--- config.mk ---
export PLATFORM = sky130hd
export DESIGN_NAME = lfc_ctrl
export DESIGN_NICKNAME = d
export VERILOG_FILES = /design/src/design/lfc_pkg.sv /design/src/design/lfc_ctrl.sv
export SDC_FILE = /design/constraint.sdc
export NUM_CORES = 1
export LEC_CHECK = 0
export BUFFER_PORTS_ARGS = -buffer_cell sky130_fd_sc_hd__buf_2
export CAP_MARGIN = 10
export CORE_UTILIZATION = 28
export DETAILED_ROUTE_END_ITERATION = 12
export MAX_ROUTING_LAYER = met4
export PLACE_DENSITY = 0.59
export SLEW_MARGIN = 20
export SYNTH_ARGS = -nofsm -noshare
export SYNTH_HDL_FRONTEND = slang
export SYNTH_SLANG_ARGS = --single-unit
--- constraint.sdc ---
create_clock -name clock -period 1.6 [get_ports clock]
set_input_delay 0.08 -clock clock [delete_from_list [all_inputs] [get_ports clock]]
set_output_delay 0.08 -clock clock [all_outputs]
set_load 0.03 [all_outputs]
--- src/design/lfc_pkg.sv ---
// ----------------------------------------------------------------------------
// lfc_pkg: shared types and constants of the straight line fit
// Widths, state codes and the controller to datapath command/status bundles.
// ----------------------------------------------------------------------------
`default_nettype none
package lfc_pkg;
   localparam int MAX_POINTS = 8;
   localparam int IDX_W      = $clog2(MAX_POINTS);
   localparam int CNT_W      = $clog2(MAX_POINTS + 1);
   localparam int COORD_W    = 24;
   localparam int SUM_W      = COORD_W + CNT_W + 1;
   localparam int PSUM_W     = 2 * COORD_W + CNT_W + 1;
   localparam int NUM_W      = PSUM_W + CNT_W + 2;
   localparam int DIV_STEPS  = 128;
   localparam int STEP_W     = 8;
   localparam int MUL_CYCLES = 2;

   typedef enum logic [1:0] {
      STATUS_OK       = 2'd0,
      STATUS_DEGEN    = 2'd1,
      STATUS_DROPPED  = 2'd2,
      STATUS_RSVD     = 2'd3
   } status_type;

   typedef enum logic [3:0] {
      ST_COLLECT,
      ST_PREP1,
      ST_PREP2,
      ST_CHECK,
      ST_KDIV,
      ST_KFIN,
      ST_BPREP,
      ST_BDIV,
      ST_BFIN,
      ST_RES1,
      ST_RES2,
      ST_RES3,
      ST_RES4,
      ST_EMIT
   } state_type;

   typedef struct packed {
      logic accumulate;
      logic prep1;
      logic prep2;
      logic kdiv_start;
      logic kdiv_step;
      logic kfin;
      logic bprep;
      logic bdiv_step;
      logic bfin;
      logic res1;
      logic res2;
      logic res3;
      logic degenerate;
      logic clear;
   } cmd_type;

   typedef struct packed {
      logic             den_bad;
      logic             div_done;
      logic             res_last;
      logic [CNT_W-1:0] count;
   } sts_type;
endpackage
`default_nettype wire

--- src/design/lfc_ctrl.sv ---
// ----------------------------------------------------------------------------
// lfc_ctrl: sequencer of the line fit
// Collects points, then steps the datapath through divide and residuals.
// ----------------------------------------------------------------------------
`default_nettype none
module lfc_ctrl (
   input  wire logic             clock,
   input  wire logic             reset,
   input  wire logic             req_fire,
   input  wire logic             req_last,
   input  wire logic             rsp_free,
   input  wire lfc_pkg::sts_type sts,
   output      lfc_pkg::cmd_type cmd,
   output      logic             req_ready,
   output      logic             result_load,
   output      logic             degen_ff
);
   import lfc_pkg::*;

   state_type state_ff, state_in;
   logic      degen_in;

   always_ff @(posedge clock) begin
      if (reset) begin
         state_ff <= ST_COLLECT;
         degen_ff <= 1'b0;
      end else begin
         state_ff <= state_in;
         degen_ff <= degen_in;
      end
   end

   always_comb begin
      state_in    = state_ff;
      degen_in    = degen_ff;
      cmd         = '0;
      req_ready   = 1'b0;
      result_load = 1'b0;
      case (state_ff)
         ST_COLLECT: begin
            req_ready      = 1'b1;
            cmd.accumulate = req_fire;
            if (req_fire && req_last) state_in = ST_PREP1;
         end
         ST_PREP1: begin cmd.prep1 = 1'b1; state_in = ST_PREP2; end
         ST_PREP2: begin cmd.prep2 = 1'b1; state_in = ST_CHECK; end
         ST_CHECK: begin
            if (sts.den_bad) begin
               cmd.degenerate = 1'b1;
               degen_in       = 1'b1;
               state_in       = ST_EMIT;
            end else begin
               cmd.kdiv_start = 1'b1;
               degen_in       = 1'b0;
               state_in       = ST_KDIV;
            end
         end
         ST_KDIV: begin
            cmd.kdiv_step = 1'b1;
            if (sts.div_done) state_in = ST_KFIN;
         end
         ST_KFIN: begin cmd.kfin = 1'b1; state_in = ST_BPREP; end
         ST_BPREP: begin cmd.bprep = 1'b1; state_in = ST_BDIV; end
         ST_BDIV: begin
            cmd.bdiv_step = 1'b1;
            if (sts.div_done) state_in = ST_BFIN;
         end
         ST_BFIN: begin cmd.bfin = 1'b1; state_in = ST_RES1; end
         ST_RES1: begin cmd.res1 = 1'b1; state_in = ST_RES2; end
         ST_RES2: begin cmd.res2 = 1'b1; state_in = ST_RES3; end
         ST_RES3: begin
            cmd.res3 = 1'b1;
            state_in = sts.res_last ? ST_RES4 : ST_RES1;
         end
         // let the last square reach the sum
         ST_RES4: state_in = ST_EMIT;
         ST_EMIT: begin
            if (rsp_free) begin
               result_load = 1'b1;
               cmd.clear   = 1'b1;
               state_in    = ST_COLLECT;
            end
         end
         default: state_in = ST_COLLECT;
      endcase
   end

`ifndef SYNTHESIS
   a_ready: assert property (@(posedge clock) disable iff (reset)
      req_ready |-> state_ff == ST_COLLECT) else $error("ready outside collect");
   a_last: assert property (@(posedge clock) disable iff (reset)
      req_fire && req_last |=> state_ff == ST_PREP1) else $error("fit not started");
   a_load: assert property (@(posedge clock) disable iff (reset)
      result_load |-> rsp_free) else $error("result overwritten");
`endif
endmodule
`default_nettype wire

==> results.cfg, run 1 <==
[global_routing]
grt_pass1_vias = 446
grt_pass1_wl_um = 1990
grtUsageTotal_pct = 13.9
overflow = 0
grt_max_degree = 10
grt_antenna_before_repair = 0

[timing]
skew_ps = 6.45
fin_crit_sh_pct = 96.8
finalCriticalPeriod_ps = 1550
finalSetupViolCount = 0
tns_ps = 0
tightestPinTransition_ps = 258
relSlewSlack_pct = 82.7
slew_viol_final = 0
whs_ps = 110
fmax_mhz = 646
hold_viol_final = 0
grt_setup_unrepaired = no

[hold_path]
hold_class = input port to register
holdPathStages = 2

[worst_setup_path]
r2r_slack_ps = 190
r2r_start = state_ff[1]$_SDFFE_PP0P_
rr_endpoint = state_ff[3]$_SDFFE_PP0P_
cp.required_ps = 1520
crit_start = state_ff[3]$_SDFFE_PP0P_
reg2reg_depth = 6
critical_path_class = register to output port
crit_path_start_kind = register
cp_data_arrival_time_ps = 1470
cp_max_fo = 7
endpoint_kind = output port
cp-endpoint = cmd[10]

[logic_synthesis]
ys_seq_elements = 5
ys_seq_area_share_pct = 19.4
ys.warnings.count = 0
syn_inst = 62
synthDistinctLibCells = 32
syn_nets = 74
syn_area_um2 = 515
syn_avg_cell_area_um2 = 8.31

[clock_network]
htree_levels = 1
cts-hold-fix-buffers = 0
clk-insertion-delay-late_ps = 250
cts_buffers = 3
cts_tree = done
cts_sinks = 5
cts.clk_slew.worst_paths_ps = 40
clockBufferDepth = 2
root_buffer = clkbuf_4

[finish]
instances_no_fill = 115
drive_above_1_share_pct = 53.3
syn_to_final_growth_pct = 35.2
utilization_pct = 40.4
finalNetCount = 103
n_antenna_cell = 0

[pwr]
p_seq_share_pct = 24.4
p_leak_nw = 0.317
pwr-share-clk_pct = 20.3
internal-power_mw = 0.417
peakVddDrop_v = 0.000472
swShare_pct = 44.8
pwr_density_cell_nw_per_um2 = 1080
combPwrFrac_pct = 55.2
p_switching_mw = 0.338

[drt]
antenna_left = 0
vias_per_cell = 4.99
drt-initial-drc-count = 18
drc_errors = 0
wirelength_um = 1340
first_pass_iters = 4
vias = 574
wl_per_cell_um = 11.6

[placed_design]
portBuffers = 24
routabilityCongestion = 0.818
dp_hpwl_um = 1020
placedCellCount = 110

[die]
dieArea_um2 = 2020
pin_count = 29
num_rows = 15
coreArea_um2 = 1730
die_w_um = 44.9
start_util_pct = 29.9
fp.dieH_um = 44.9

[run]
maxCapViolations = 0

[status]
status = complete, no violations
[synth_stat cells]
master	count	area, µm²
nor2_1	11	41.3
dfxtp_1	5	100
buf_6	4	45.0
a21oi_1	3	15.0
inv_1	3	11.3
nand2_1	3	11.3
nor3_1	3	15.0
a221o_1	2	20.0
a31oi_1	2	12.5
nand2_2	2	12.5
o211ai_1	2	15.0
o32ai_2	2	32.5
a22o_1	1	8.76
a22oi_2	1	12.5
and2_1	1	6.26
and2_2	1	7.51
and3_1	1	6.26
buf_4	1	7.51
nand2b_1	1	6.26
nand4b_4	1	23.8
nor2b_1	1	6.26
nor4_1	1	6.26
nor4_2	1	12.5
nor4b_2	1	15.0
o2111ai_1	1	8.76
o211ai_2	1	12.5
o21a_1	1	7.51
o21ai_0	1	5.00
or2_2	1	6.26
or2b_1	1	7.51
or2b_4	1	11.3
or3_1	1	6.26
[worst min-delay path by stage]
stage	end	from
5_1_grt	state_ff[2]$_SDFFE_PP0P_	reset
4_1_cts	state_ff[3]$_SDFFE_PP0P_	rsp_free
6_report	state_ff[3]$_SDFFE_PP0P_	rsp_free
2_1_floorplan	state_ff[2]$_SDFFE_PP0P_	reset
3_5_place_dp	state_ff[3]$_SDFFE_PP0P_	rsp_free
3_3_place_gp	state_ff[3]$_SDFFE_PP0P_	rsp_free
[per-stage QoR]
stage / area [µm²] / worst slack (ps) / power, mW
final: 697 / 50.9 / 0.755
after global placement: 653 / 279 / 0.567
after floorplan: 524 / 116 / 0.494
after detailed placement: 653 / 244 / 0.573
after CTS: 682 / 7.85 / 0.727
after global routing: 697 / 4.79 / 0.794
[power by group through the flow]
stage / clock, mW / sequential [mW] / combinational, mW
floorplan: 0 / 0.165 / 0.328
global placement: 0 / 0.181 / 0.386
detailed placement: 0 / 0.181 / 0.391
CTS: 0.152 / 0.182 / 0.393
global route: 0.158 / 0.188 / 0.447
finish: 0.154 / 0.184 / 0.417
[cells in the final DEF (no fill, tap or decap)]
cell type	n
or2b_1	1
and3_1	1
or3_1	1
and2_1	1
a22o_1	1
or2_2	1
buf_4	5
nand4b_4	1
and2_2	1
inv_1	3
a31oi_1	2
o21a_1	1
nand2_1	3
o2111ai_1	1
nand2b_1	1
a21oi_1	3
dfxtp_1	1
nor4b_2	1
dfxtp_2	4
nor4_4	1
clkbuf_4	5
nor3_1	3
or2b_4	1
nor2b_1	1
nand2_2	2
nor2_1	11
nor4_1	1
clkbuf_1	1
o211ai_2	1
a22oi_2	1
buf_2	22
o21ai_0	1
a221o_1	2
o211ai_1	2
o32ai_2	2
[area by class of cell]
type | count | area, µm²
inverter | 3 | 11.3
clock buffer | 4 | 26.3
timing repair buffer | 29 | 163
multi-input combinational | 49 | 360
fill | 186 | 1030
sequential | 5 | 105
tap | 25 | 31.3
[critical path, stage by stage (launching register included)]
cell and delay, ps:
dfxtp_2 350, buf_4 170, or3_1 390, nor2_1 120
clkbuf_4 200
[state kept, by name, indices dropped and copies added, names as in the netlist]
register	flops
degen_ff	1
state_ff	4
[layer usage]
metal	global-route usage, %	wire length (µm)	up-vias
met1	17.8	619	257
met2	22.6	616	27
met5	-	0	-
met4	3.64	17	0
met3	2.40	82	2
li1	-	-	288
[kinds of logic after synthesis]
group                  count (synthesis)  share of synthesized area [%]
AO/OA/AOI/OAI                         17                           29.1
AND/OR/NAND/NOR                       32                           39.1
buffers and inverters                  8                           12.4
flip-flops                             5                           19.4
[timing repair]
action,4_1_cts,5_1_grt
gates cloned,0,0
buffers inserted,0,1
gates resized for setup,2,4
pin swaps,0,1
endpoints found under the setup margin,1,2
Note: power is estimated with default switching activity, not from simulation.
==> inputs of run 2 (changes only) <==
CTS_BUF_LIST = sky130_fd_sc_hd__clkbuf_8   (was default)
==> results.cfg, run 2 (same netlist as run 1, synthesis figures left out) <==
[timing]
finalCriticalPeriod_ps = 1540
hold_viol_final = 0
grt_setup_unrepaired = no
finalSetupViolCount = 0
fmax_mhz = 649
slew_viol_final = 0
tightestPinTransition_ps = 272
fin_crit_sh_pct = 96.2
relSlewSlack_pct = 81.7
tns_ps = 0
skew_ps = 3.17

[clock_network]
cts_setup_buffers = 0
cts_tree = done
cts_buffers = 3
clk-insertion-delay-late_ps = 230
cts.clk_slew.worst_paths_ps = 30
htree_levels = 1
clockBufferDepth = 2
root_buffer = clkbuf_8
cts-hold-fix-buffers = 0
cts_sinks = 5

[global_routing]
grtUsageTotal_pct = 14.7
overflow = 0
grt_max_degree = 10
grt_pass1_vias = 437
grt_antenna_before_repair = 0
grt_pass1_wl_um = 2000

[hold_path]
hold_end = state_ff[3]$_SDFFE_PP0P_
hold_class = input port to register
holdPathStages = 2
min_from = rsp_free

[worst_setup_path]
reg2reg_depth = 4
endpoint_kind = output port
rr_endpoint = state_ff[3]$_SDFFE_PP0P_
crit_path_start_kind = register
cp.required_ps = 1520
r2r_start = state_ff[2]$_SDFFE_PP0P_
cp_max_fo = 8
critical_path_class = register to output port
crit_start = state_ff[2]$_SDFFE_PP0P_
cp_data_arrival_time_ps = 1460
r2r_slack_ps = 280

[placed_design]
routabilityCongestion = 0.818
dp_hpwl_um = 1020
placedCellCount = 110
placed_cell_area_um2 = 653
portBuffers = 24

[die]
start_util_pct = 29.9
fp.dieH_um = 44.9
coreArea_um2 = 1730
die_w_um = 44.9
dieArea_um2 = 2020
num_rows = 15
pin_count = 29

[finish]
largest_registers = state_ff x4, degen_ff x1
n_fill_cell = 185
mostFrequentLayoutCell = buf_2
largest_reg_flops = 4
syn_to_final_growth_pct = 37.1
drive_above_1_share_pct = 51.7
stdcell_area_um2 = 707
seq_area_um2 = 104
layout_common_cells = buf_2, nor2_1, inv_1, buf_4
finalNetCount = 102
n_antenna_cell = 0
instances_no_fill = 114
utilization_pct = 40.9
multiInputGateArea_um2 = 360
regMostFlops = state_ff

[drt]
vias_per_cell = 5.02
vias = 572
first_pass_iters = 4
drc_errors = 0
wirelength_um = 1330
wl_per_cell_um = 11.6
drt-initial-drc-count = 9
antenna_left = 0

[pwr]
pwr_density_cell_nw_per_um2 = 1160
peakVddDrop_v = 0.000447
p_leak_nw = 0.324

[status]
status = complete, no violations

[run]
maxCapViolations = 0
run 2: critical path, cell delays in order (launching register included):
cell	delay, ps
dfxtp_1	360
buf_4	190
or3_1	360
nor2_1	110
clkbuf_4	200
run 2: per-stage QoR:
| stage | hold slack (ps) | worst slack [ps] | total power [mW] |
|---|---|---|---|
| 5_1_grt | 153 | 1.66 | 0.863 |
| 3_5_place_dp | 374 | 244 | 0.573 |
| 3_3_place_gp | 369 | 279 | 0.567 |
| 4_1_cts | 142 | 30.8 | 0.810 |
| 6_report | 136 | 60.0 | 0.817 |
| 2_1_floorplan | 149 | 116 | 0.494 |
run 2: worst max path at each step:
stage          endpoint  slack (ps)  cells past startpoint
2_1_floorplan   cmd[12]         120                      3
3_3_place_gp    cmd[10]         280                      4
3_5_place_dp    cmd[10]         240                      4
4_1_cts         cmd[10]          30                      4
5_1_grt         cmd[13]           2                      4
6_report        cmd[10]          60                      4
run 2: power by group:
group	internal [mW]	switching, mW
registers	0.147	0.0371
clock network	0.165	0.0692
logic	0.161	0.237
total	0.473	0.344
run 2: repair_timing:
item,CTS,global route
pin swaps,0,1
setup endpoints to repair,1,2
resized for setup,2,3
run 2: per-layer routing:
layer,part of all wire [%],track usage (%),vias to the layer above
li1,-,-,283
met1,46,17.8,253
met2,45,21.8,34
met3,7.2,3.60,2
met4,1.9,9.09,0
met5,0,-,-
run 2: layout make-up:
class	count	share of cell area, %
inverters	3	1.59
multi-input cells	49	51.0
clock buffers	3	5.84
repair buffers	28	21.9
clock inverters	1	0.531
flip-flops and latches	5	14.7
well taps	25	4.42
==> inputs of run 3 (changes only) <==
CORE_MARGIN = 4   (was default)
PLACE_DENSITY = 0.61   (was 0.59)
clock period = 1.4 ns   (was 1.6 ns; I/O delays follow)
==> results.cfg, run 3 (same netlist as run 1, synthesis figures left out) <==
[global_routing]
grt_pass1_vias = 570
grt_max_degree = 13
grt_pass1_wl_um = 2480
overflow = 0
grtUsageTotal_pct = 13.3
grt_antenna_before_repair = 0

[clock_network]
cts_tree = done
cts_sinks = 5
cts.clk_slew.worst_paths_ps = 40
cts_buffers = 3
htree_levels = 1
root_buffer = clkbuf_8
clk-insertion-delay-late_ps = 220
clockBufferDepth = 2

[drt]
wl_met3_um = 71
drt-initial-drc-count = 6
wl_per_cell_um = 12.7
wirelength_um = 1570
highest_layer = met4
drc_errors = 0
wl_met1_um = 644
vias = 599
vias_per_cell = 4.83
wl_met2_um = 833
first_pass_iters = 2
antenna_left = 0

[die]
num_rows = 15
coreArea_um2 = 1730
start_util_pct = 29.9
dieArea_um2 = 2590
die_w_um = 50.9
fp.dieH_um = 50.9
pin_count = 29

[worst_setup_path]
crit_path_start_kind = register
slowest_stage = or3_4
path_delay_family = simple AND/OR/NAND/NOR gates
max_stage_delay_ps = 390
crit_chain = buf_6 -> or3_4 -> nor2_4 -> buf_6
crit_top_cell = buf_6
cp.required_ps = 1330
critical_path_class = register to output port
endpoint_kind = output port
critPathBufInv = 2
cp_max_fo = 4
cp_data_arrival_time_ps = 1310

[timing]
timing.final.ws_setup_ps = 24.9
tns_ps = 0
finalSetupViolCount = 0
relSlewSlack_pct = 84.1
slew_viol_final = 0
whs_ps = 119
grt_setup_unrepaired = yes
finalCriticalPeriod_ps = 1380
fin_crit_sh_pct = 98.2
skew_ps = 1.56
tightestPinTransition_ps = 236
fmax_mhz = 727
hold_viol_final = 0

[placed_design]
placedCellCount = 115
placed_cell_area_um2 = 704
place_ws_ps = 20.0
routabilityCongestion = 0.804
dp_hpwl_um = 1180
portBuffers = 24

[finish]
largest_reg_flops = 4
drive_above_1_share_pct = 63.6
finalNetCount = 112
syn_to_final_growth_pct = 67.0
instances_no_fill = 124
stdcell_area_um2 = 861
n_fill_cell = 193
utilization_pct = 49.9
n_antenna_cell = 0
mostFrequentLayoutCell = buf_2
regMostFlops = state_ff
largest_registers = state_ff x4, degen_ff x1
layout_common_cells = buf_2, buf_4, nor2_1, buf_6, inv_1

[pwr]
peakVddDrop_v = 0.000652
p_leak_nw = 0.395
power.total_mw = 1.04
pwr_density_cell_nw_per_um2 = 1210

[status]
status = complete, no violations

[hold_path]
hold_class = input port to register

[run]
maxCapViolations = 0
-- run 3: changes by cell type in the layout (fill, tap and decap cells not counted), sizes merged --
cell and change:
clkbuf -2, buf +12
-- run 3: path summary, 6_finish.rpt --
kind         cells past startpoint  slack, ps                        to                      from
min reg2reg                      2        530     degen_ff$_SDFFE_PP0N_     degen_ff$_SDFFE_PP0N_
max reg2reg                      6         80  state_ff[0]$_SDFFE_PP0P_  state_ff[3]$_SDFFE_PP0P_
min                              2        120  state_ff[2]$_SDFFE_PP0P_                     reset
max                              4         20                   cmd[10]  state_ff[3]$_SDFFE_PP0P_
-- run 3: cell type report --
type	count	area [µm²]	share of cell area [%]
multi-input cells	49	395	45.9
repair buffers	38	265	30.8
flip-flops and latches	5	113	13.1
clock buffers	3	41.3	4.80
well taps	25	31.3	3.63
inverters	3	11.3	1.31
clock inverters	1	3.75	0.436
-- run 3: worst register-to-register path, cell delays in order, from the launching register on --
cell and delay [ps]:
dfxtp_4 350, buf_6 120, nor4_4 290, buf_4 160, a22oi_2 50, o211ai_2 100, o32ai_2 120
-- run 3: power breakdown --
part / internal [mW] / leakage [nW] / switching, mW
Sequential: 0.170 / 0.0433 / 0.0386
Combinational: 0.265 / 0.325 / 0.308
Clock: 0.188 / 0.0269 / 0.0723
-- run 3: per-layer routing --
metal	up-vias	global-route usage, %
met2	15	22.5
met5	-	-
met1	279	13.8
met3	2	2.92
li1	303	-
met4	0	8.52
-- run 3: repair_timing --
item	in CTS	in global routing
pin swaps	2	4
buffers inserted	3	1
hold buffers	0	0
endpoints found under the setup margin	14	10
gates cloned	0	1
gates resized for setup	14	18
